### src/rtl/key_repeat_and_dpad_resolver_assert.svh
// Assertion helpers for the key repeat block.
// Both expect clk and rst_n in scope; checks are off while reset is low.
`ifndef KEY_REPEAT_AND_DPAD_RESOLVER_ASSERT_SVH
`define KEY_REPEAT_AND_DPAD_RESOLVER_ASSERT_SVH

// Consequent must hold in the same cycle as the antecedent.
`define KRD_ASSERT_NOW(label, ante, cons, msg) \
  label: assert property (@(posedge clk) disable iff (!rst_n) (ante) |-> (cons)) \
    else $error(msg);

// Consequent must hold in the cycle after the antecedent.
`define KRD_ASSERT_NEXT(label, ante, cons, msg) \
  label: assert property (@(posedge clk) disable iff (!rst_n) (ante) |=> (cons)) \
    else $error(msg);

`endif

### src/rtl/krd_pkg.sv
package krd_pkg;

  localparam int NUM_KEYS_DEF    = 16;
  localparam int COUNT_WIDTH_DEF = 16;

  localparam int KEY_W     = 16;
  localparam int MASK_W    = 16;
  localparam int REG_W     = 16;
  localparam int DIR_W     = 4;
  localparam int CFG_IDX_W = 2;
  localparam int OUT_W     = 4 * MASK_W + 2 * DIR_W;
  localparam int DIR_LANES = 12;

  // count bits resolved per cycle in each lane while it steps
  localparam int BITS_PER_STEP = 4;

  localparam logic [CFG_IDX_W-1:0] REG_START_DELAY = 2'd0;
  localparam logic [CFG_IDX_W-1:0] REG_PERIOD      = 2'd1;

  localparam logic [REG_W-1:0] START_DELAY_RST = 16'd20;
  localparam logic [REG_W-1:0] PERIOD_RST      = 16'd10;

  // keypad-layout direction codes
  localparam logic [DIR_W-1:0] DIR_NONE       = 4'd0;
  localparam logic [DIR_W-1:0] DIR_DOWN_LEFT  = 4'd1;
  localparam logic [DIR_W-1:0] DIR_DOWN       = 4'd2;
  localparam logic [DIR_W-1:0] DIR_DOWN_RIGHT = 4'd3;
  localparam logic [DIR_W-1:0] DIR_LEFT       = 4'd4;
  localparam logic [DIR_W-1:0] DIR_RIGHT      = 4'd6;
  localparam logic [DIR_W-1:0] DIR_UP_LEFT    = 4'd7;
  localparam logic [DIR_W-1:0] DIR_UP         = 4'd8;
  localparam logic [DIR_W-1:0] DIR_UP_RIGHT   = 4'd9;

  // fixed directional lanes
  localparam int LANE_KP1   = 0;
  localparam int LANE_KP2   = 1;
  localparam int LANE_KP3   = 2;
  localparam int LANE_KP4   = 3;
  localparam int LANE_KP6   = 4;
  localparam int LANE_KP7   = 5;
  localparam int LANE_KP8   = 6;
  localparam int LANE_KP9   = 7;
  localparam int LANE_DOWN  = 8;
  localparam int LANE_LEFT  = 9;
  localparam int LANE_RIGHT = 10;
  localparam int LANE_UP    = 11;

  typedef enum logic [1:0] {
    ST_IDLE,
    ST_DIV,
    ST_DONE
  } state_t;

  typedef struct packed {
    logic pressed;
    logic trig;
    logic rep;
    logic rel;
  } lane_flags_t;

  typedef struct packed {
    logic [DIR_W-1:0]  dir_eight;
    logic [DIR_W-1:0]  dir_four;
    logic [MASK_W-1:0] released;
    logic [MASK_W-1:0] repeated;
    logic [MASK_W-1:0] triggered;
    logic [MASK_W-1:0] pressed;
  } result_t;

endpackage

### src/rtl/krd_lane.sv
module krd_lane import krd_pkg::*; #(
  parameter int COUNT_WIDTH = COUNT_WIDTH_DEF
) (
  input  logic                   clk,
  input  logic                   rst_n,
  input  logic                   load,
  input  logic                   clr,
  input  logic                   key_bit,
  input  logic                   step_en,
  input  logic [REG_W-1:0]       start_delay,
  input  logic [REG_W-1:0]       period,
  output logic [COUNT_WIDTH-1:0] count,
  output lane_flags_t            flags
);

  localparam int DIV_CYCLES = (COUNT_WIDTH + BITS_PER_STEP - 1) / BITS_PER_STEP;
  localparam int SH_W       = DIV_CYCLES * BITS_PER_STEP;
  localparam int CMP_W      = (COUNT_WIDTH > REG_W) ? COUNT_WIDTH : REG_W;
  localparam logic [COUNT_WIDTH-1:0] CNT_MAX = '1;
  localparam logic [COUNT_WIDTH-1:0] CNT_ONE = COUNT_WIDTH'(1);

  logic [COUNT_WIDTH-1:0] cnt_r, cnt_nxt;
  logic                   rel_r, rel_nxt;
  logic [SH_W-1:0]        sh_r, sh_nxt;
  logic [REG_W-1:0]       rem_r, rem_nxt;
  logic [REG_W:0]         part;

  always_comb begin
    cnt_nxt = cnt_r;
    rel_nxt = rel_r;
    sh_nxt  = sh_r;
    rem_nxt = rem_r;
    part    = '0;
    if (load) begin
      if (clr) begin
        cnt_nxt = '0;
        rel_nxt = 1'b0;
      end else if (key_bit) begin
        cnt_nxt = (cnt_r == CNT_MAX) ? cnt_r : cnt_r + CNT_ONE;
        rel_nxt = 1'b0;
      end else begin
        cnt_nxt = '0;
        rel_nxt = (cnt_r != '0);
      end
      sh_nxt  = SH_W'(cnt_nxt);
      rem_nxt = '0;
    end else if (step_en) begin
      // restoring remainder, BITS_PER_STEP count bits per cycle, MSB first
      for (int b = 0; b < BITS_PER_STEP; b++) begin
        part   = {rem_nxt, sh_nxt[SH_W-1]};
        sh_nxt = sh_nxt << 1;
        if (part >= {1'b0, period}) begin
          part = part - {1'b0, period};
        end
        rem_nxt = part[REG_W-1:0];
      end
    end
  end

  always_ff @(posedge clk) begin
    if (!rst_n) begin
      cnt_r <= '0;
      rel_r <= 1'b0;
    end else begin
      cnt_r <= cnt_nxt;
      rel_r <= rel_nxt;
    end
    sh_r  <= sh_nxt;
    rem_r <= rem_nxt;
  end

  assign count = cnt_r;

  always_comb begin
    flags.pressed = (cnt_r != '0);
    flags.trig    = (cnt_r == CNT_ONE);
    flags.rep     = flags.pressed &&
                    (flags.trig ||
                     ((CMP_W'(cnt_r) >= CMP_W'(start_delay)) &&
                      (period != '0) && (rem_r == '0)));
    flags.rel     = rel_r;
  end

endmodule

### config.mk
export PLATFORM = sky130hd
export DESIGN_NAME = krd_lane
export DESIGN_NICKNAME = d
export VERILOG_FILES = /design/src/rtl/key_repeat_and_dpad_resolver_assert.svh /design/src/rtl/krd_pkg.sv /design/src/rtl/krd_lane.sv
export SDC_FILE = /design/constraint.sdc
export NUM_CORES = 1
export LEC_CHECK = 0
export BUFFER_PORTS_ARGS = -buffer_cell sky130_fd_sc_hd__buf_4
export CAP_MARGIN = 40
export CORE_AREA = 3 3 111 113
export DETAILED_ROUTE_END_ITERATION = 7
export DIE_AREA = 0 0 114 116
export PLACE_DENSITY = 0.89
export SLEW_MARGIN = 20
export SYNTH_ARGS = -nofsm -noshare
export SYNTH_HDL_FRONTEND = slang
export SYNTH_SLANG_ARGS = --single-unit
### constraint.sdc
create_clock -name clk -period 11.2 [get_ports clk]
set_input_delay 2.24 -clock clk [delete_from_list [all_inputs] [get_ports clk]]
set_output_delay 2.24 -clock clk [all_outputs]
set_load 0.1 [all_outputs]
==> reports/metrics.csv <==
metric,value,unit
status,finished clean,
async_reset_ff_frac,0,
cts_buffers,5,
synth_top_area_frac,0.163,
hpwl,15700,microns
cts_tree,yes,
cp_data_required_time,11.40,ns
cts_sinks,49,
dp_slack,-0.00184,ns
cts_max_level,2,
synth_seq_cells,49,
first_pass_iters,6,
cp-end-kind,flop,
clock-root-buffer,clkbuf_16,
grt_pass1_vias,6171,
ff2ff_setup_slack,2.02,ns
critPathLaunchType,input port,
timing.rr.start,sh_r[15]$_DFFE_PP_,
synth_area_leader_cell,ha_1,
maxCapViolations,0,
relSlewSlack,0.453,
clock_latency,0.29,ns
hold_ws,0.480,ns
ys_seq_area_frac,0.179,
finalCritPeriodShare,0.967,
syn_nets,936,
cp.arrival,11.03,ns
setup_tns,0,ns
cts_hold_buf,0,
via_per_inst,6.47,
dieArea,13200,sq um
min_delay_path_depth,2,
critPathMaxStageDelay,0.43,ns
worstPathMaxFanout,10,
skew,0.00696,ns
worstSetupPathType,in2reg,
start_util,0.559,
synth_area,6380,sq um
grt_pass1_wl,31200,microns
ys.flop_type,dfxtp_1,
hold_start,rel_r$_SDFFE_PN0P_,
wl_per_cell,19.1,microns
reg2reg_depth,40,
cp_slowest_cell,ha_2,
finalSetupViolCount,0,
vias,6759,
track_usage,0.290,
synth_edf_count,16,
drc,0,
ys_top_cells_by_area,"ha_1 (16%), dfxtp_1 (10%), edfxtp_1 (7.5%), xnor2_1 (5.8%), a21oi_1 (5.5%)",
drt-total-wl,19900,microns
numPortBuffers,57,
grt_remaining_overflow,0,
rr_endpoint,rem_r[7]$_SDFFE_PP0P_,
max_freq,92.4,MHz
antenna_found_initial,0,
io_pins,58,
ant_nets,0,
finalCriticalPeriod,10.83,ns
gp_congestion,1.05,
die_w,114,microns
fillers,957,
area_delta_synth_final,16.6,%
tightest_slew,0.818,ns
grt_max_degree,23,
min_to,rel_r$_SDFFE_PN0P_,
syn_avg_cell_area,7.86,sq um
finalHoldViolCount,0,
cts.path.max_buffers,2,
die_y,116,microns
clkTransAtPathRegs,0.06,ns
min_path_type,reg2reg,
synthCells,811,
drive_gt1_frac,0.179,
worst_slack,0.373,ns
drt_iter0_drc,949,
drv_slew,0,
rsz0062_at_grt,no,
yosysUniqueCellTypes,74,
coreArea,11400,sq um
yosysWarnings,0,
nets,1025,
rows,39,
diodes,0,
## cells in the mapped netlist, types with 7 or more instances
cell type / count
nand2_1: 59
xnor2_1: 42
mux2i_1: 11
nand2b_1: 8
xor2_1: 14
nor2b_1: 31
o21ai_0: 38
clkbuf_1: 16
nor4_1: 19
nor3_1: 21
o211ai_1: 7
o21a_1: 18
nor2_1: 69
and3_1: 8
a21o_1: 18
nand3_1: 21
mux2_2: 25
nand4_1: 10
dfxtp_1: 33
inv_1: 56
a211oi_1: 8
a21oi_1: 70
ha_1: 83
edfxtp_1: 16
## logic make-up (layout without fill, tap and decap cells)
logic type / Yosys count / after routing / synth area share
multiplexers: 37 / 37 / 0.0638
AND/OR/NAND/NOR: 272 / 272 / 0.213
XOR/XNOR: 56 / 56 / 0.0769
AO/OA/AOI/OAI: 231 / 231 / 0.241
adder cells (fa/ha/maj): 87 / 87 / 0.175
flip-flops: 49 / 49 / 0.179
buffers and inverters: 79 / 169 / 0.0514
## placed cells by master (no fill, tap or decap), types with 7 or more instances in the layout
| master | synthesis | routed |
|---|---|---|
| o21ai_0 | 38 | 32 |
| dfxtp_1 | 33 | 33 |
| nand2_1 | 59 | 59 |
| ha_1 | 83 | 80 |
| o21ai_1 | 5 | 11 |
| a21oi_1 | 70 | 69 |
| nor2_1 | 69 | 69 |
| nor4_1 | 19 | 18 |
| xor2_1 | 14 | 14 |
| nand3_1 | 21 | 21 |
| and3_1 | 8 | 8 |
| nor2b_1 | 31 | 31 |
| o21a_1 | 18 | 18 |
| mux2i_1 | 11 | 11 |
| nand4_1 | 10 | 10 |
| o211ai_1 | 7 | 7 |
| edfxtp_1 | 16 | 16 |
| buf_4 | 2 | 104 |
| nand2b_1 | 8 | 8 |
| a211oi_1 | 8 | 8 |
| mux2_2 | 25 | 25 |
| xnor2_1 | 42 | 42 |
| inv_1 | 56 | 56 |
| a21o_1 | 18 | 18 |
| nor3_1 | 21 | 21 |
## registers in the layout (all words and copies together) (netlist names)
name   cells
count     16
sh_r      16
rem_r     16
rel_r      1
## repair_timing
action / in CTS / in global routing
gates resized for setup: 0 / 14
buffers inserted: 0 / 0
endpoints found under the setup margin: 0 / 16
## critical path, delay by kind of cell
| family | cells | cell delay, ns |
|---|---|---|
| compound gates | 19 | 4.22 |
| mux | 3 | 0.84 |
| simple gates | 9 | 1.57 |
| buf+inv | 4 | 0.60 |
| fa+ha+maj | 5 | 1.56 |
## final cells by class
type / count / area, sq um / share of cell area
Timing Repair Buffer: 105 / 801 / 0.108
Inverter: 56 / 210 / 0.0283
Multi-Input combinational cell: 683 / 4940 / 0.664
Clock inverter: 2 / 38.8 / 0.00522
Clock buffer: 6 / 129 / 0.0173
Sequential cell: 49 / 1140 / 0.153
Tap cell: 143 / 179 / 0.0241
## metrics by stage
stage          instances   util  instance area, sq um
6_report            1044  0.651                  7440
5_1_grt             1044  0.651                  7440
4_1_cts             1043  0.648                  7400
3_5_place_dp        1035  0.633                  7230
3_3_place_gp        1035  0.633                  7230
2_1_floorplan        811      -                  6380
## worst max path at each step
stage                from                     end  slack [ns]  cells past startpoint
2_1_floorplan   period[1]  rem_r[14]$_SDFFE_PP0P_        0.06                     43
3_3_place_gp   period[10]  rem_r[14]$_SDFFE_PP0P_        0.14                     41
3_5_place_dp   period[10]   rem_r[9]$_SDFFE_PP0P_      -0.002                     42
4_1_cts        period[10]   rem_r[7]$_SDFFE_PP0P_        0.21                     42
5_1_grt        period[11]  rem_r[14]$_SDFFE_PP0P_        0.02                     40
6_report        period[0]   rem_r[7]$_SDFFE_PP0P_        0.37                     40
## metal layers
| layer | GRT usage | vias up | wire, microns |
|---|---|---|---|
| li1 | - | 3162 | - |
| met1 | 0.389 | 3093 | 8060 |
| met2 | 0.469 | 429 | 9010 |
| met3 | 0.0480 | 75 | 2070 |
| met4 | 0.113 | 0 | 796 |
| met5 | 0 | - | 0 |
Power is not shown: default switching activity piles up to over one toggle a cycle in this logic, so the estimate is an artifact.
