===== src/rtl/key_repeat_and_dpad_resolver_assert.svh =====
// Assertion helpers for the key repeat block.
// Both expect clk and rst_n in scope; checks are off while reset is low.
`ifndef KEY_REPEAT_AND_DPAD_RESOLVER_ASSERT_SVH
`define KEY_REPEAT_AND_DPAD_RESOLVER_ASSERT_SVH

// Consequent must hold in the same cycle as the antecedent.
`define KRD_ASSERT_NOW(label, ante, cons, msg) \
  label: assert property (@(posedge clk) disable iff (!rst_n) (ante) |-> (cons)) \
    else $error(msg);

// Consequent must hold in the cycle after the antecedent.
`define KRD_ASSERT_NEXT(label, ante, cons, msg) \
  label: assert property (@(posedge clk) disable iff (!rst_n) (ante) |=> (cons)) \
    else $error(msg);

`endif


===== src/rtl/krd_pkg.sv =====
package krd_pkg;

  localparam int NUM_KEYS_DEF    = 16;
  localparam int COUNT_WIDTH_DEF = 16;

  localparam int KEY_W     = 16;
  localparam int MASK_W    = 16;
  localparam int REG_W     = 16;
  localparam int DIR_W     = 4;
  localparam int CFG_IDX_W = 2;
  localparam int OUT_W     = 4 * MASK_W + 2 * DIR_W;
  localparam int DIR_LANES = 12;

  // count bits resolved per cycle in each lane while it steps
  localparam int BITS_PER_STEP = 4;

  localparam logic [CFG_IDX_W-1:0] REG_START_DELAY = 2'd0;
  localparam logic [CFG_IDX_W-1:0] REG_PERIOD      = 2'd1;

  localparam logic [REG_W-1:0] START_DELAY_RST = 16'd20;
  localparam logic [REG_W-1:0] PERIOD_RST      = 16'd10;

  // keypad-layout direction codes
  localparam logic [DIR_W-1:0] DIR_NONE       = 4'd0;
  localparam logic [DIR_W-1:0] DIR_DOWN_LEFT  = 4'd1;
  localparam logic [DIR_W-1:0] DIR_DOWN       = 4'd2;
  localparam logic [DIR_W-1:0] DIR_DOWN_RIGHT = 4'd3;
  localparam logic [DIR_W-1:0] DIR_LEFT       = 4'd4;
  localparam logic [DIR_W-1:0] DIR_RIGHT      = 4'd6;
  localparam logic [DIR_W-1:0] DIR_UP_LEFT    = 4'd7;
  localparam logic [DIR_W-1:0] DIR_UP         = 4'd8;
  localparam logic [DIR_W-1:0] DIR_UP_RIGHT   = 4'd9;

  // fixed directional lanes
  localparam int LANE_KP1   = 0;
  localparam int LANE_KP2   = 1;
  localparam int LANE_KP3   = 2;
  localparam int LANE_KP4   = 3;
  localparam int LANE_KP6   = 4;
  localparam int LANE_KP7   = 5;
  localparam int LANE_KP8   = 6;
  localparam int LANE_KP9   = 7;
  localparam int LANE_DOWN  = 8;
  localparam int LANE_LEFT  = 9;
  localparam int LANE_RIGHT = 10;
  localparam int LANE_UP    = 11;

  typedef enum logic [1:0] {
    ST_IDLE,
    ST_DIV,
    ST_DONE
  } state_t;

  typedef struct packed {
    logic pressed;
    logic trig;
    logic rep;
    logic rel;
  } lane_flags_t;

  typedef struct packed {
    logic [DIR_W-1:0]  dir_eight;
    logic [DIR_W-1:0]  dir_four;
    logic [MASK_W-1:0] released;
    logic [MASK_W-1:0] repeated;
    logic [MASK_W-1:0] triggered;
    logic [MASK_W-1:0] pressed;
  } result_t;

endpackage


===== src/rtl/krd_merge.sv =====
module krd_merge import krd_pkg::*; #(
  parameter int NUM_KEYS    = NUM_KEYS_DEF,
  parameter int COUNT_WIDTH = COUNT_WIDTH_DEF
) (
  input  logic                   clk,
  input  logic [COUNT_WIDTH-1:0] dir_counts [DIR_LANES],
  input  lane_flags_t            flags [NUM_KEYS],
  output result_t                res
);

  localparam int O_DOWN  = 0;
  localparam int O_LEFT  = 1;
  localparam int O_RIGHT = 2;
  localparam int O_UP    = 3;

  // stage 1: longest hold per orthogonal, own-lane hold per diagonal
  logic [COUNT_WIDTH-1:0] orth_hold_r [4];
  logic d1_r, d3_r, d7_r, d9_r;

  // stage 2: cancel, diagonal held, pair winners (down/left, right/up)
  logic                   cancel_r;
  logic                   dg1_r, dg3_r, dg7_r, dg9_r;
  logic                   wa_ok_r, wb_ok_r;
  logic [DIR_W-1:0]       wa_dir_r, wb_dir_r;
  logic [COUNT_WIDTH-1:0] wa_hold_r, wb_hold_r;

  logic [3:0]       held;
  logic [DIR_W-1:0] sel_dir, dir4, dir8;

  function automatic logic [COUNT_WIDTH-1:0] hmax(input logic [COUNT_WIDTH-1:0] a,
                                                  input logic [COUNT_WIDTH-1:0] b);
    hmax = (a > b) ? a : b;
  endfunction

  always_ff @(posedge clk) begin
    orth_hold_r[O_DOWN]  <= hmax(dir_counts[LANE_KP2], dir_counts[LANE_DOWN]);
    orth_hold_r[O_LEFT]  <= hmax(dir_counts[LANE_KP4], dir_counts[LANE_LEFT]);
    orth_hold_r[O_RIGHT] <= hmax(dir_counts[LANE_KP6], dir_counts[LANE_RIGHT]);
    orth_hold_r[O_UP]    <= hmax(dir_counts[LANE_KP8], dir_counts[LANE_UP]);
    d1_r <= (dir_counts[LANE_KP1] != '0);
    d3_r <= (dir_counts[LANE_KP3] != '0);
    d7_r <= (dir_counts[LANE_KP7] != '0);
    d9_r <= (dir_counts[LANE_KP9] != '0);
  end

  always_comb begin
    for (int k = 0; k < 4; k++) begin
      held[k] = (orth_hold_r[k] != '0);
    end
  end

  always_ff @(posedge clk) begin
    cancel_r <= (held[O_DOWN] && held[O_UP]) || (held[O_LEFT] && held[O_RIGHT]);
    dg1_r    <= d1_r || (held[O_DOWN] && held[O_LEFT]);
    dg3_r    <= d3_r || (held[O_DOWN] && held[O_RIGHT]);
    dg7_r    <= d7_r || (held[O_UP] && held[O_LEFT]);
    dg9_r    <= d9_r || (held[O_UP] && held[O_RIGHT]);
    wa_ok_r  <= held[O_DOWN] || held[O_LEFT];
    wb_ok_r  <= held[O_RIGHT] || held[O_UP];
    // shortest hold wins, lower code on a tie
    if (held[O_DOWN] && (!held[O_LEFT] || orth_hold_r[O_DOWN] <= orth_hold_r[O_LEFT])) begin
      wa_dir_r  <= DIR_DOWN;
      wa_hold_r <= orth_hold_r[O_DOWN];
    end else begin
      wa_dir_r  <= DIR_LEFT;
      wa_hold_r <= orth_hold_r[O_LEFT];
    end
    if (held[O_RIGHT] && (!held[O_UP] || orth_hold_r[O_RIGHT] <= orth_hold_r[O_UP])) begin
      wb_dir_r  <= DIR_RIGHT;
      wb_hold_r <= orth_hold_r[O_RIGHT];
    end else begin
      wb_dir_r  <= DIR_UP;
      wb_hold_r <= orth_hold_r[O_UP];
    end
  end

  always_comb begin
    if (wa_ok_r && (!wb_ok_r || wa_hold_r <= wb_hold_r)) begin
      sel_dir = wa_dir_r;
    end else if (wb_ok_r) begin
      sel_dir = wb_dir_r;
    end else begin
      sel_dir = DIR_NONE;
    end
    dir4 = cancel_r ? DIR_NONE : sel_dir;
    dir8 = dir4;
    if (!cancel_r) begin
      if (dg9_r) begin
        dir8 = DIR_UP_RIGHT;
      end else if (dg7_r) begin
        dir8 = DIR_UP_LEFT;
      end else if (dg3_r) begin
        dir8 = DIR_DOWN_RIGHT;
      end else if (dg1_r) begin
        dir8 = DIR_DOWN_LEFT;
      end
    end
  end

  for (genvar i = 0; i < MASK_W; i++) begin : g_mask
    if (i < NUM_KEYS) begin : g_lane
      assign res.pressed[i]   = flags[i].pressed;
      assign res.triggered[i] = flags[i].trig;
      assign res.repeated[i]  = flags[i].rep;
      assign res.released[i]  = flags[i].rel;
    end else begin : g_none
      assign res.pressed[i]   = 1'b0;
      assign res.triggered[i] = 1'b0;
      assign res.repeated[i]  = 1'b0;
      assign res.released[i]  = 1'b0;
    end
  end

  assign res.dir_four  = dir4;
  assign res.dir_eight = dir8;

endmodule


===== config.mk =====
export PLATFORM = sky130hd
export DESIGN_NAME = krd_merge
export DESIGN_NICKNAME = d
export VERILOG_FILES = /design/src/rtl/key_repeat_and_dpad_resolver_assert.svh /design/src/rtl/krd_pkg.sv /design/src/rtl/krd_merge.sv
export SDC_FILE = /design/constraint.sdc
export NUM_CORES = 1
export LEC_CHECK = 0
export BUFFER_PORTS_ARGS = -buffer_cell sky130_fd_sc_hd__clkbuf_2
export CORE_MARGIN = 8
export CORE_UTILIZATION = 40
export DETAILED_ROUTE_END_ITERATION = 10
export MAX_ROUTING_LAYER = met4
export PLACE_DENSITY = 0.73
export SYNTH_ARGS = -nofsm -noshare
export SYNTH_HDL_FRONTEND = slang
export SYNTH_SLANG_ARGS = --single-unit

===== constraint.sdc =====
create_clock -name clk -period 2.25 [get_ports clk]
set_clock_uncertainty 0.05 [all_clocks]
set_input_delay 0 -clock clk [delete_from_list [all_inputs] [get_ports clk]]
set_output_delay 0 -clock clk [all_outputs]
set_load 0.01 [all_outputs]

==> run summary, run 1 <==
Once detail routing completed, the nets flagged for antenna violations numbered 0. The final reports fail on setup timing. By area the synthesized netlist is led by dfxtp_1, ha_1, mux2_2. The remaining routing DRC violations came out at 0. The TritonCTS sink count came out at 111.

The die width is 149.7 µm. For met1 alone, demand over resource in global routing was 0.2358. Of all cell types, the one taking the most synthesized area is dfxtp_1. The endpoint of the lowest-slack register-to-register path is wa_hold_r[9].

The final standard cell utilization of the core is 0.6465. The endpoint kind of the worst setup timing path is a primary output. The most critical setup path has its endpoint at res[70]. The number of nets in the synthesized netlist is about 1100. TritonCTS built the clock tree.

The number of global-route vias before repair is 7960. The global-route track usage on met2 is 0.4061. The kind of launch point of the worst setup path is a register. The initial cell density of the core came out at 0.4034. Setup repair after global routing could not meet its margin everywhere. During I/O placement, the number of pins put on the boundary was 329. The data arrival time of the worst path is 2.66 ns. The global-route track usage on met3 is 0.03447. Yosys printed 0 warnings. The hold slack came out at 0.05008 ns.

For this run, the register share of the synthesized area comes to 0.3109. The type of the worst setup path is register to primary output. The leakage power total is 5.518 nW.

The largest fanout on the critical path is 6. Dividing the detail-routed wire length by the instance count gives 20.92 µm. The setup total negative slack came out at -6.986 ns. The number of distinct library cells after synthesis came out at 47. The number of buffers inserted by port buffering came out at 199. Of the total synthesized cell area, the portion taken by XOR and XNOR cells is 0. The post-placement cell area is between 8000 and 9000 µm². For this run, asynchronously set or reset flops after synthesis account for 0. The fraction of layout cells with a size suffix above 1 is 0.4028. In the global route stage, overall resource usage came out at 0.2304.

The highest cell delay on the worst timing path came out at between 0.4 and 0.5 ns. After the flow finishes, the layout carries non-filler instances totaling 1394. The global routing stage identified its most utilized layer as met2. The slowest library cell on the worst path is or4_4. Yosys mapped a number of flops with a built-in enable equal to 0.

The floorplan step defined a die boundary enclosing around 22000 µm². After the last flow step, the layout net total stands at 1522. The DRC violation total after the first TritonRoute iteration came out at 505. A synthesized cell averages 9.504 µm². The power density relative to cell area came out at 624.0 nW/µm². The clock latency at the later pin of the worst-skew pair came out at 0.36 ns. The number of standard cells after synthesis came out at 752. The worst register-to-register path begins at orth_hold_r[1][8]. The worst register-to-register path has a depth of 9.

For this block, the routed nets add up to 29160 µm of wire. The buffer levels on the longest clock path came out at 2. The post-synthesis share of cell area spent on and, or, nand and nor gates came out at 0.1019. The overall power of the completed layout is approximately 7.1 mW.

The remaining max-slew budget at the tightest pin is 0.5931. The fraction of post-synthesis cell area in the top cell type by area is 0.3109. The transition time at the pin with the least slew margin is around 0.6 ns. The post-place setup slack is -0.1316 ns. The worst reg-to-reg setup slack is -0.24 ns. The synthesized-area fraction occupied by adder cells came out at 0.1961.

The highest ir drop seen on vdd came out at between 0.5 and 0.6 mV. The worst setup path startpoint is wb_hold_r[14]. The routability congestion estimate came out at 0.8816. The area overhead of the layout relative to synthesis came out at 60.28%.

The routed via count is 7487. The achievable clock frequency came out at roughly 370 MHz. Data on the critical path is required at its endpoint by around 2.2 ns. Dividing the detail-routed via count by the number of cells gives 5.371. Once routing completed, OpenROAD measured the worst setup slack at -0.4622 ns. The final number of hold-violating endpoints is 0.

The dominant cell type by count on the critical path is nand4_1. The number of pins exceeding their max-slew limit in the final report was 0. The leading register cell type out of synthesis is dfxtp_1. The portion of the clock cycle consumed by the worst path in the final layout came out at 1.205. The critical path goes through inv_1, ha_4, nand4_1, or4_4, a21o_1, a32oi_4, buf_12, buf_6, nand4_1, o211ai_1, buf_2.

Counting tap cells, the placed design contains a total of 1145 instances. The pin count of the biggest net entering global routing is 19. The number of max-capacitance violations reported is 0. The die outline height came out at 149.7 µm. The number of endpoints failing setup at the final stage came out at 42. Of the post-synthesis cell area, the part taken by muxes is 0.1289.

The synthesized design contains 111 register bits. The root buffer cell chosen for the clock tree is clkbuf_16. The synthesized-area fraction occupied by ao, oa, aoi and oai cells came out at 0.1213.

The number of levels in the clock H-tree came out at 3. Counting I/O delays and the setup requirement, the final critical path takes 2.712 ns. The placeable core region is ~18000 µm². The min-delay analysis places its worst path in the category primary input to register. The final HPWL from detailed placement came out at 15500 µm.

The number of placement rows came out at ~50. The final standard cell area without fillers came out at 11450 µm². The first global-routing pass estimated 39990 µm of wire. The leftover overflow at the end of global routing is 0.

By area, the combinational part of the netlist is dominated by adder cells. TritonCTS created 9 clock buffers. The number of antenna violations at the first check in global routing came out at 5.

The cell area after technology mapping came out at 7147 µm². The clock-pin transition on the worst setup and hold timing paths came out at 0.07 ns. The run finished, with violations left.

The total iterations of the first detailed-routing run came out at 5.
[worst min path at each step]
stage	startpoint	end	slack (ns)	cells past startpoint
3_5_place_dp	flags[23]	res[10]	-0.05	0
6_report	dir_counts[24]	orth_hold_r[2][8]	0.05	3
2_1_floorplan	flags[63]	res[0]	0.04	1
4_1_cts	d7_r	dg7_r	0.36	1
3_3_place_gp	flags[23]	res[10]	-0.05	0
5_1_grt	dir_counts[24]	orth_hold_r[2][8]	0.06	3
[power breakdown]
part           internal (mW)  switching, mW  leakage (nW)  total, mW
Sequential              2.32          0.278         0.933       2.60
Combinational           1.72           1.33          4.46       3.05
Clock                  0.753          0.748         0.125       1.50
[placed cells by master (no fill, tap or decap), types with 4 or more instances in the layout]
cell type,instances
a211oi_1,4
a21o_1,22
a21oi_1,17
a21oi_2,10
a22o_1,17
buf_2,6
buf_4,41
buf_6,13
clkbuf_16,11
clkbuf_2,192
dfxtp_1,68
dfxtp_2,42
diode_2,8
dlygate4sd3_1,202
ha_1,84
ha_4,28
inv_1,107
inv_2,13
mux2_1,8
mux2_2,54
mux2_4,18
nand2_1,15
nand3_1,9
nand4_1,27
nor2_1,13
nor2b_1,5
nor3_1,8
nor4_1,33
o211ai_1,8
o21a_1,6
o21ai_0,8
o21ai_1,7
[synthesized netlist by cell type (16+ instances only)]
cell type and instances:
a21o_1 23, dfxtp_1 111, buf_4 66, a21oi_1 28, nand2_1 16, a22o_1 17, mux2_2 69, ha_1 112
inv_1 120, o21ai_0 16, nand4_1 27, nor4_1 33
[sequential cells by signal, summed over array words and instances (netlist names)]
| signal | flops |
|---|---|
| dg7_r | 1 |
| d3_r | 1 |
| wa_ok_r | 1 |
| orth_hold_r | 64 |
| wb_hold_r | 16 |
| d1_r | 1 |
| d7_r | 1 |
| wa_dir_r | 2 |
| wb_dir_r | 2 |
| dg9_r | 1 |
| wa_hold_r | 16 |
| wb_ok_r | 1 |
| dg3_r | 1 |
| dg1_r | 1 |
| cancel_r | 1 |
| d9_r | 1 |
[cell families (layout without fill, tap and decap cells)]
kind of cell / Yosys count / in the layout
AOI/OAI and AO/OA: 124 / 125
adders and majority gates: 112 / 112
buffers and inverters: 193 / 597
DFF: 111 / 111
muxes: 82 / 82
other: 1 / 9
and+or+nand+nor: 129 / 129
[repair_timing]
item / CTS / global route
hold buffers: 204 / 0
setup endpoints to repair: 36 / 97
cloned: 1 / 7
setup buffers: 5 / 11
gates resized for setup: 30 / 135
hold endpoints to repair: 132 / 0
pin swaps: 24 / 44
[per-layer routing]
metal / vias to the layer above / wire length, µm
met4: 0 / 1865
met5: - / 0
met1: 3450 / 10330
li1: 3429 / -
met2: 443 / 15110
met3: 165 / 1864
[critical path: cells and delay by family (launching register included)]
kind | cells | cell delay [ns]
buffers and inverters | 4 | 0.48
AND/OR/NAND/NOR | 3 | 0.66
AO/OA/AOI/OAI | 3 | 0.56
adder cells (fa/ha/maj) | 1 | 0.28
flip-flops | 1 | 0.33
[final cells by class]
cell class	count	area, µm²
clock inverter	6	47.55
clock buffer	9	225.2
inverter	120	450.4
tap	229	286.5
timing repair buffer	462	3630
sequential	111	2278
antenna	8	20.02
multi-input combinational	449	4517
fill	1219	6264
Power figures use the tool's default switching activity.
==> run 2: changes to the inputs <==
CORE_MARGIN = 2   (was 8)
HOLD_SLACK_MARGIN = 0.12   (was unset)
==> run 2 against run 1 <==
Effect of this change: the flow still finishes with violations (setup timing); clock power grew 15%; sequential cell count unchanged; hold slack improved by 0.31 ns; sequential share of layout area is 0.20 points higher; cell area fell by 1.9%; sequential power barely moved; critical endpoint is now res[65]; highest routed layer unchanged.
==> run summary, run 2 (synthesis results as in run 1) <==
The leftover overflow at the end of global routing came out at 0 (unchanged). The DRC violation total after the first TritonRoute iteration came out at 430 (was 505). The required time at the endpoint of the critical path is 2.20 ns (about the same). The routability congestion estimate is 0.8791 (was 0.8816). The remaining max-slew budget at the tightest pin came out at 0.5866 (was 0.5931).

Run status: complete, but fails checks (unchanged). The die outline height is 137.7 µm (was 149.7 µm). The kind of cell with the highest combined delay on the critical path is simple AND/OR/NAND/NOR gates (unchanged). The number of buffer and inverter stages on the critical path came out at 3 (was 4). The switching portion of total power came out at 0.3109 (was 0.3290). The root buffer cell is clkbuf_16 (unchanged). Failing checks: setup timing (unchanged).

The class of the tightest hold or removal check is register to register (was primary input to register). The total iterations of the first detailed-routing run came to 5 (unchanged). Setup repair after global routing missed its margin: true (unchanged). The number of antenna violations at the first check in global routing came out at 2 (was 5).

The wire length after detailed routing is 24840 µm (was 29160 µm). The final critical delay including setup and external delays came out at 2.681 ns (was 2.712 ns). The fraction of layout cells with a size suffix above 1 was 0.3651 (was 0.4028). The instance count along the most critical hold path is 1 (was 3). The placeable core region came to 17360 µm² (was 17720 µm²). The setup slack after layout came out at -0.4313 ns (was -0.4622 ns). The count of cells along the worst register-to-register path came out at 10 (was 9). The number of buffers created by CTS is 9 (unchanged). The final number of hold-violating endpoints is 0 (unchanged). The total track usage is 0.2437 (was 0.2304). The endpoint kind of the worst setup timing path is a primary output (unchanged). The number of nets in the final layout came out at 1517 (was 1522). The hold slack was 0.3636 ns (was 0.05008 ns). The largest register by flop count was orth_hold_r (unchanged). The number of placement rows is 48 (was 49). The type of the worst setup path is register to primary output (unchanged). The remaining routing DRC violations is 0 (unchanged). The design internal power is 4.901 mW (was 4.796 mW). The buffer levels on the longest clock path is 2 (unchanged). The multi-input gate area in the final layout came out at 4368 µm² (was 4517 µm²). The kind of launch point of the worst setup path is a register (unchanged). The combinational cell fraction of total power is 0.396 (was 0.427). The portion of the clock cycle consumed by the worst path in the final layout came out at 1.192 (was 1.205). The area overhead of the layout relative to synthesis is 57.23% (was 60.28%). The number of vias per cell is 5.257 (was 5.371). The top-level port count is 329 (unchanged). The die width came out at 137.7 µm (was 149.7 µm). The die area is 18950 µm² (was 22400 µm²).

The clock latency at the later pin of the worst-skew pair came out at 0.35 ns (was 0.36 ns). The average detailed-routed wire length per instance is 18.00 µm (was 20.92 µm). The TritonCTS sink count is 111 (unchanged). The path length in cells of the critical path came to 10 (was 11). The total area of sequential cells is 2257 µm² (was 2278 µm²). The number of pins exceeding their max-slew limit in the final report was 0 (unchanged).

The clock-pin transition on the worst setup and hold timing paths was 0.07 ns (about the same). The number of buffers inserted by port buffering is 199 (unchanged). The slowest library cell on the worst path was or4_4 (unchanged). The routed via count is 7254 (was 7487).

The wire length of the first global-routing pass is 35050 µm (was 39990 µm). The final standard cell area without fillers came out at 11240 µm² (was 11450 µm²). Leading registers by flop count: orth_hold_r (64), wa_hold_r (16), wb_hold_r (16) (unchanged). The number of levels in the clock H-tree is 3 (unchanged). Commonest cells after routing, fill and taps aside: dlygate4sd3_1, clkbuf_2, inv_1 (unchanged). The leakage power total is 5.483 nW (was 5.518 nW).

The most common cell after layout, fill and taps aside is dlygate4sd3_1 (unchanged). The fraction of power consumed by sequential logic came to 0.362 (was 0.363). The achievable clock frequency is 373.0 MHz (was 368.7 MHz). The TritonCTS clock tree was yes (unchanged).

The largest fanout on the critical path is 6 (unchanged). The pin count of the biggest net entering global routing came out at 20 (was 19). The highest cell delay on the worst timing path came to 0.53 ns (was 0.45 ns). The transition time at the pin with the least slew margin came out at 0.6188 ns (was 0.6091 ns). The flip-flop count of the largest register after layout is 64 (unchanged).

The clock share of power is 0.242 (was 0.210). The initial cell density of the core came to 0.4118 (was 0.4034). The post-placement cell area is 8259 µm² (was 8249 µm²).

The number of global-route vias before repair is 7245 (was 7960). The final antenna-violating net count came out at 0 (unchanged). The final HPWL from detailed placement came out at 14490 µm (was 15500 µm).

The layout filler cell count is 1230 (was 1219). Cells along the critical path: inv_1, ha_1, nand4_1, or4_4, a21o_1, a32oi_4, buf_12, mux2i_1, nor2_1, clkbuf_2 (was inv_1, ha_4, nand4_1, or4_4, a21o_1, a32oi_4, buf_12, buf_6, nand4_1, o211ai_1, buf_2). The switching component of the power came to 2.211 mW (was 2.352 mW). The number of max-capacitance violations reported is 0 (unchanged). The power density relative to cell area is 632.9 nW/µm² (was 624.0 nW/µm²).

The data arrival time of the worst path came to 2.63 ns (was 2.66 ns). The number of endpoints failing setup at the final stage was 37 (was 42). The highest ir drop seen on vdd came out at 0.4513 mV (was 0.5039 mV).
## run 2: what timing repair did
item,in CTS,in global routing
buffers inserted,4,6
endpoints found under the hold margin,132,0
resized for setup,32,79
setup endpoints to repair,35,98
pin swaps,26,36
hold buffers,204,0
gates cloned,1,4
## run 2: layout make-up
cell class	instances	share of cell area
repair buffers	457	0.3159
diodes	2	0.0004454
well taps	225	0.02505
clock buffers	9	0.02004
clock inverters	7	0.008908
flip-flops and latches	111	0.2009
multi-input cells	449	0.3887
inverters	120	0.04008
## run 2: power groups by stage
| stage | sequential, mW | combinational [mW] | clock (mW) |
|---|---|---|---|
| detailed placement | 2.54 | 1.93 | 0 |
| global route | 2.59 | 3.06 | 1.83 |
| floorplan | 2.46 | 1.40 | 0 |
| finish | 2.57 | 2.82 | 1.72 |
| global placement | 2.54 | 1.88 | 0 |
| CTS | 2.52 | 2.40 | 1.73 |
## run 2: final timing paths
check	start	to	slack [ns]
max	wb_hold_r[4]	res[65]	-0.43
min	d9_r	dg9_r	0.36
max reg2reg	orth_hold_r[1][3]	wa_hold_r[12]	-0.17
min reg2reg	d9_r	dg9_r	0.36
## run 2: routing by layer
layer	routed length (µm)	GRT usage	up-vias
met5	0	-	-
met1	9557	0.2721	3393
met3	1310	0.03274	95
met4	911	0.09737	0
li1	-	-	3415
met2	13060	0.4378	351
## run 2: metrics by stage
step / setup slack (ns) / total power, mW / TNS [ns] / cells / utilization
2_1_floorplan: -0.003812 / 3.861 / -0.03049 / 752 / -
3_3_place_gp: -0.06801 / 4.421 / -0.1799 / 1143 / 0.4759
6_report: -0.4313 / 7.112 / -4.044 / 1380 / 0.6474
4_1_cts: -0.3452 / 6.657 / -3.179 / 1368 / 0.6236
3_5_place_dp: -0.09524 / 4.473 / -0.7855 / 1143 / 0.4759
5_1_grt: -0.5505 / 7.489 / -8.942 / 1380 / 0.6474
==> run 3: changes to the inputs <==
RECOVER_POWER = 100   (was unset)
==> run 3 against run 2 <==
Effect of this change: cell count did not move; global-route usage did not move; die area did not move; non-clock buffer count did not move; sequential cell count did not move; cell area fell by 0.37%; count of clock-buffer cells in the layout did not move; sequential share of layout area rose by 0.052 points; largest power group unchanged; largest cell class unchanged; the flow still finishes with violations (setup timing); via count fell by 0.41%.
==> run summary, run 3 (synthesis results as in run 1) <==
The number of endpoints failing setup at the final stage is 44 (was 37). The launching point of the worst reg2reg path is orth_hold_r[1][3] (unchanged). The final critical delay including setup and external delays was 2.679 ns (was 2.681 ns). The number of vias per cell came out at 5.235 (was 5.257). Setup repair after global routing missed its margin: true (unchanged). The worst reg-to-reg setup slack came out at -0.18 ns (was -0.17 ns). The clock-pin transition on the worst setup and hold timing paths is 0.07 ns (about the same). The count of cells along the worst register-to-register path came out at 10 (unchanged). The portion of the clock cycle consumed by the worst path in the final layout was 1.191 (was 1.192). The area overhead of the layout relative to synthesis came out at 56.65% (was 57.23%). The TritonCTS sink count came out at 111 (unchanged). The clock latency at the later pin of the worst-skew pair is 0.35 ns (about the same). The buffer levels on the longest clock path is 2 (unchanged). The initial cell density of the core came out at 0.4118 (unchanged). The number of placement rows came to 48 (unchanged). The endpoint of the lowest-slack register-to-register path is wa_hold_r[12] (unchanged). The average detailed-routed wire length per instance came out at 17.97 µm (was 18.00 µm). The number of levels in the clock H-tree came out at 3 (unchanged). The total iterations of the first detailed-routing run is 5 (unchanged). The remaining routing DRC violations came out at 0 (unchanged). Run status: complete, but fails checks (unchanged).

The setup slack after layout is -0.4293 ns (was -0.4313 ns). The die outline height came to 137.7 µm (unchanged). The transition time at the pin with the least slew margin is 0.6395 ns (was 0.6188 ns). The layout filler cell count came out at 1244 (was 1230).

The type of the worst setup path is register to primary output (unchanged). The required time at the endpoint of the critical path is 2.20 ns (about the same). The fraction of layout cells with a size suffix above 1 is 0.3573 (was 0.3651). The DRC violation total after the first TritonRoute iteration is 417 (was 430). Leading registers by flop count: orth_hold_r (64), wa_hold_r (16), wb_hold_r (16) (unchanged). The power density relative to cell area came out at 634.3 nW/µm² (was 632.9 nW/µm²). The kind of launch point of the worst setup path is a register (unchanged). The routed via count is 7224 (was 7254). The number of antenna violations at the first check in global routing is 2 (unchanged).

The final antenna-violating net count is 0 (unchanged). The total track usage is 0.2437 (unchanged). Commonest cells after routing, fill and taps aside: dlygate4sd3_1, clkbuf_2, inv_1 (unchanged).

The worst setup path startpoint is wb_hold_r[4] (unchanged). The remaining max-slew budget at the tightest pin is 0.5727 (was 0.5866). The final HPWL from detailed placement was 14490 µm (unchanged). The top-level port count came out at 329 (unchanged). The achievable clock frequency is 373.2 MHz (was 373.0 MHz). The TritonCTS clock tree was yes (unchanged). The largest register by flop count is orth_hold_r (unchanged).

The number of nets in the final layout came out at 1517 (unchanged). The largest fanout on the critical path came to 6 (unchanged). The placeable core region came out at 17360 µm² (unchanged). The leakage power total was 5.463 nW (was 5.483 nW). Failing checks: setup timing (unchanged). The endpoint kind of the worst setup timing path is a primary output (unchanged).

The number of buffers created by CTS is 9 (unchanged). The wire length of the first global-routing pass is 35050 µm (unchanged). The pin count of the biggest net entering global routing is 20 (unchanged). The class of the tightest hold or removal check was register to register (unchanged).

The count of placed standard cells including taps came to 1143 (unchanged). The leftover overflow at the end of global routing came out at 0 (unchanged). The wire length after detailed routing is 24800 µm (was 24840 µm).

The most common cell after layout, fill and taps aside was dlygate4sd3_1 (unchanged). The final number of hold-violating endpoints came to 0 (unchanged). The root buffer cell is clkbuf_16 (unchanged). The flip-flop count of the largest register after layout is 64 (unchanged). The end of the critical path was res[65] (unchanged). The highest ir drop seen on vdd came out at 0.4517 mV (was 0.4513 mV). The data arrival time of the worst path came out at 2.63 ns (about the same). The die width is 137.7 µm (unchanged).

The post-place setup slack came out at -0.09524 ns (unchanged). The number of buffers inserted by port buffering came to 199 (unchanged). The number of max-capacitance violations reported came out at 0 (unchanged). The non-filler instance count after layout is 1380 (unchanged). The routability congestion estimate was 0.8791 (unchanged). The die area is 18950 µm² (unchanged). The final standard cell utilization of the core is 0.6450 (was 0.6474). The number of global-route vias before repair is 7245 (unchanged). The number of pins exceeding their max-slew limit in the final report came out at 0 (unchanged).
run 3: changes by cell type in the layout (fill, tap and decap cells not counted), sizes merged:
cell    before  now
clkbuf     206  211
buf         56   51
run 3: how the worst min path moves through the flow:
stage | startpoint | end | slack [ns] | cells past startpoint
final | d9_r | dg9_r | 0.36 | 1
after global routing | dir_counts[22] | orth_hold_r[2][6] | 0.38 | 3
after CTS | d7_r | dg7_r | 0.36 | 1
after detailed placement | flags[11] | res[13] | -0.05 | 0
after global placement | flags[11] | res[13] | -0.05 | 0
after floorplan | flags[63] | res[0] | 0.04 | 1
run 3: worst max-delay path: stages (launching register included):
cell      delay [ns]
dfxtp_1         0.33
inv_1           0.05
ha_1            0.27
nand4_1         0.10
or4_4           0.53
a21o_1          0.20
a32oi_4         0.31
buf_12          0.15
mux2i_1         0.17
nor2_1          0.06
clkbuf_2        0.12
run 3: power breakdown:
group	total, mW	switching [mW]	internal [mW]
clock network	1.72	0.735	0.988
registers	2.57	0.264	2.31
logic	2.81	1.21	1.60
total	7.10	2.21	4.89
run 3: per-layer routing:
layer	global-route usage	part of all wire	vias to the layer above
li1	-	-	3417
met1	0.2721	0.38	3370
met2	0.4378	0.53	341
met3	0.03274	0.053	96
met4	0.09737	0.036	0
met5	-	0	-
run 3: cell type report:
type | instances | area [µm²] | share of cell area
multi-input cells | 449 | 4350 | 0.3886
repair buffers | 457 | 3528 | 0.3152
flip-flops and latches | 111 | 2255 | 0.2014
inverters | 120 | 450.4 | 0.04023
well taps | 225 | 281.5 | 0.02515
clock buffers | 9 | 225.2 | 0.02012
clock inverters | 7 | 100.1 | 0.008941
diodes | 2 | 5.005 | 0.0004470
run 3: repair_timing:
action / CTS / global route
pin swaps: 26 / 36
hold buffers: 204 / 0
hold endpoints to repair: 132 / 0
setup buffers: 4 / 6
cloned: 1 / 4
gates resized for setup: 32 / 79
setup endpoints to repair: 35 / 98
run 3: per-stage QoR:
stage	cell area [µm²]	power [mW]	hold slack [ns]	setup TNS [ns]
floorplan	7213	3.861	0.04177	-0.03049
global placement	8259	4.421	-0.04993	-0.1799
detailed placement	8259	4.473	-0.04993	-0.7855
CTS	10820	6.657	0.3645	-3.179
global route	11200	7.478	0.3841	-10.40
finish	11200	7.102	0.3647	-5.262
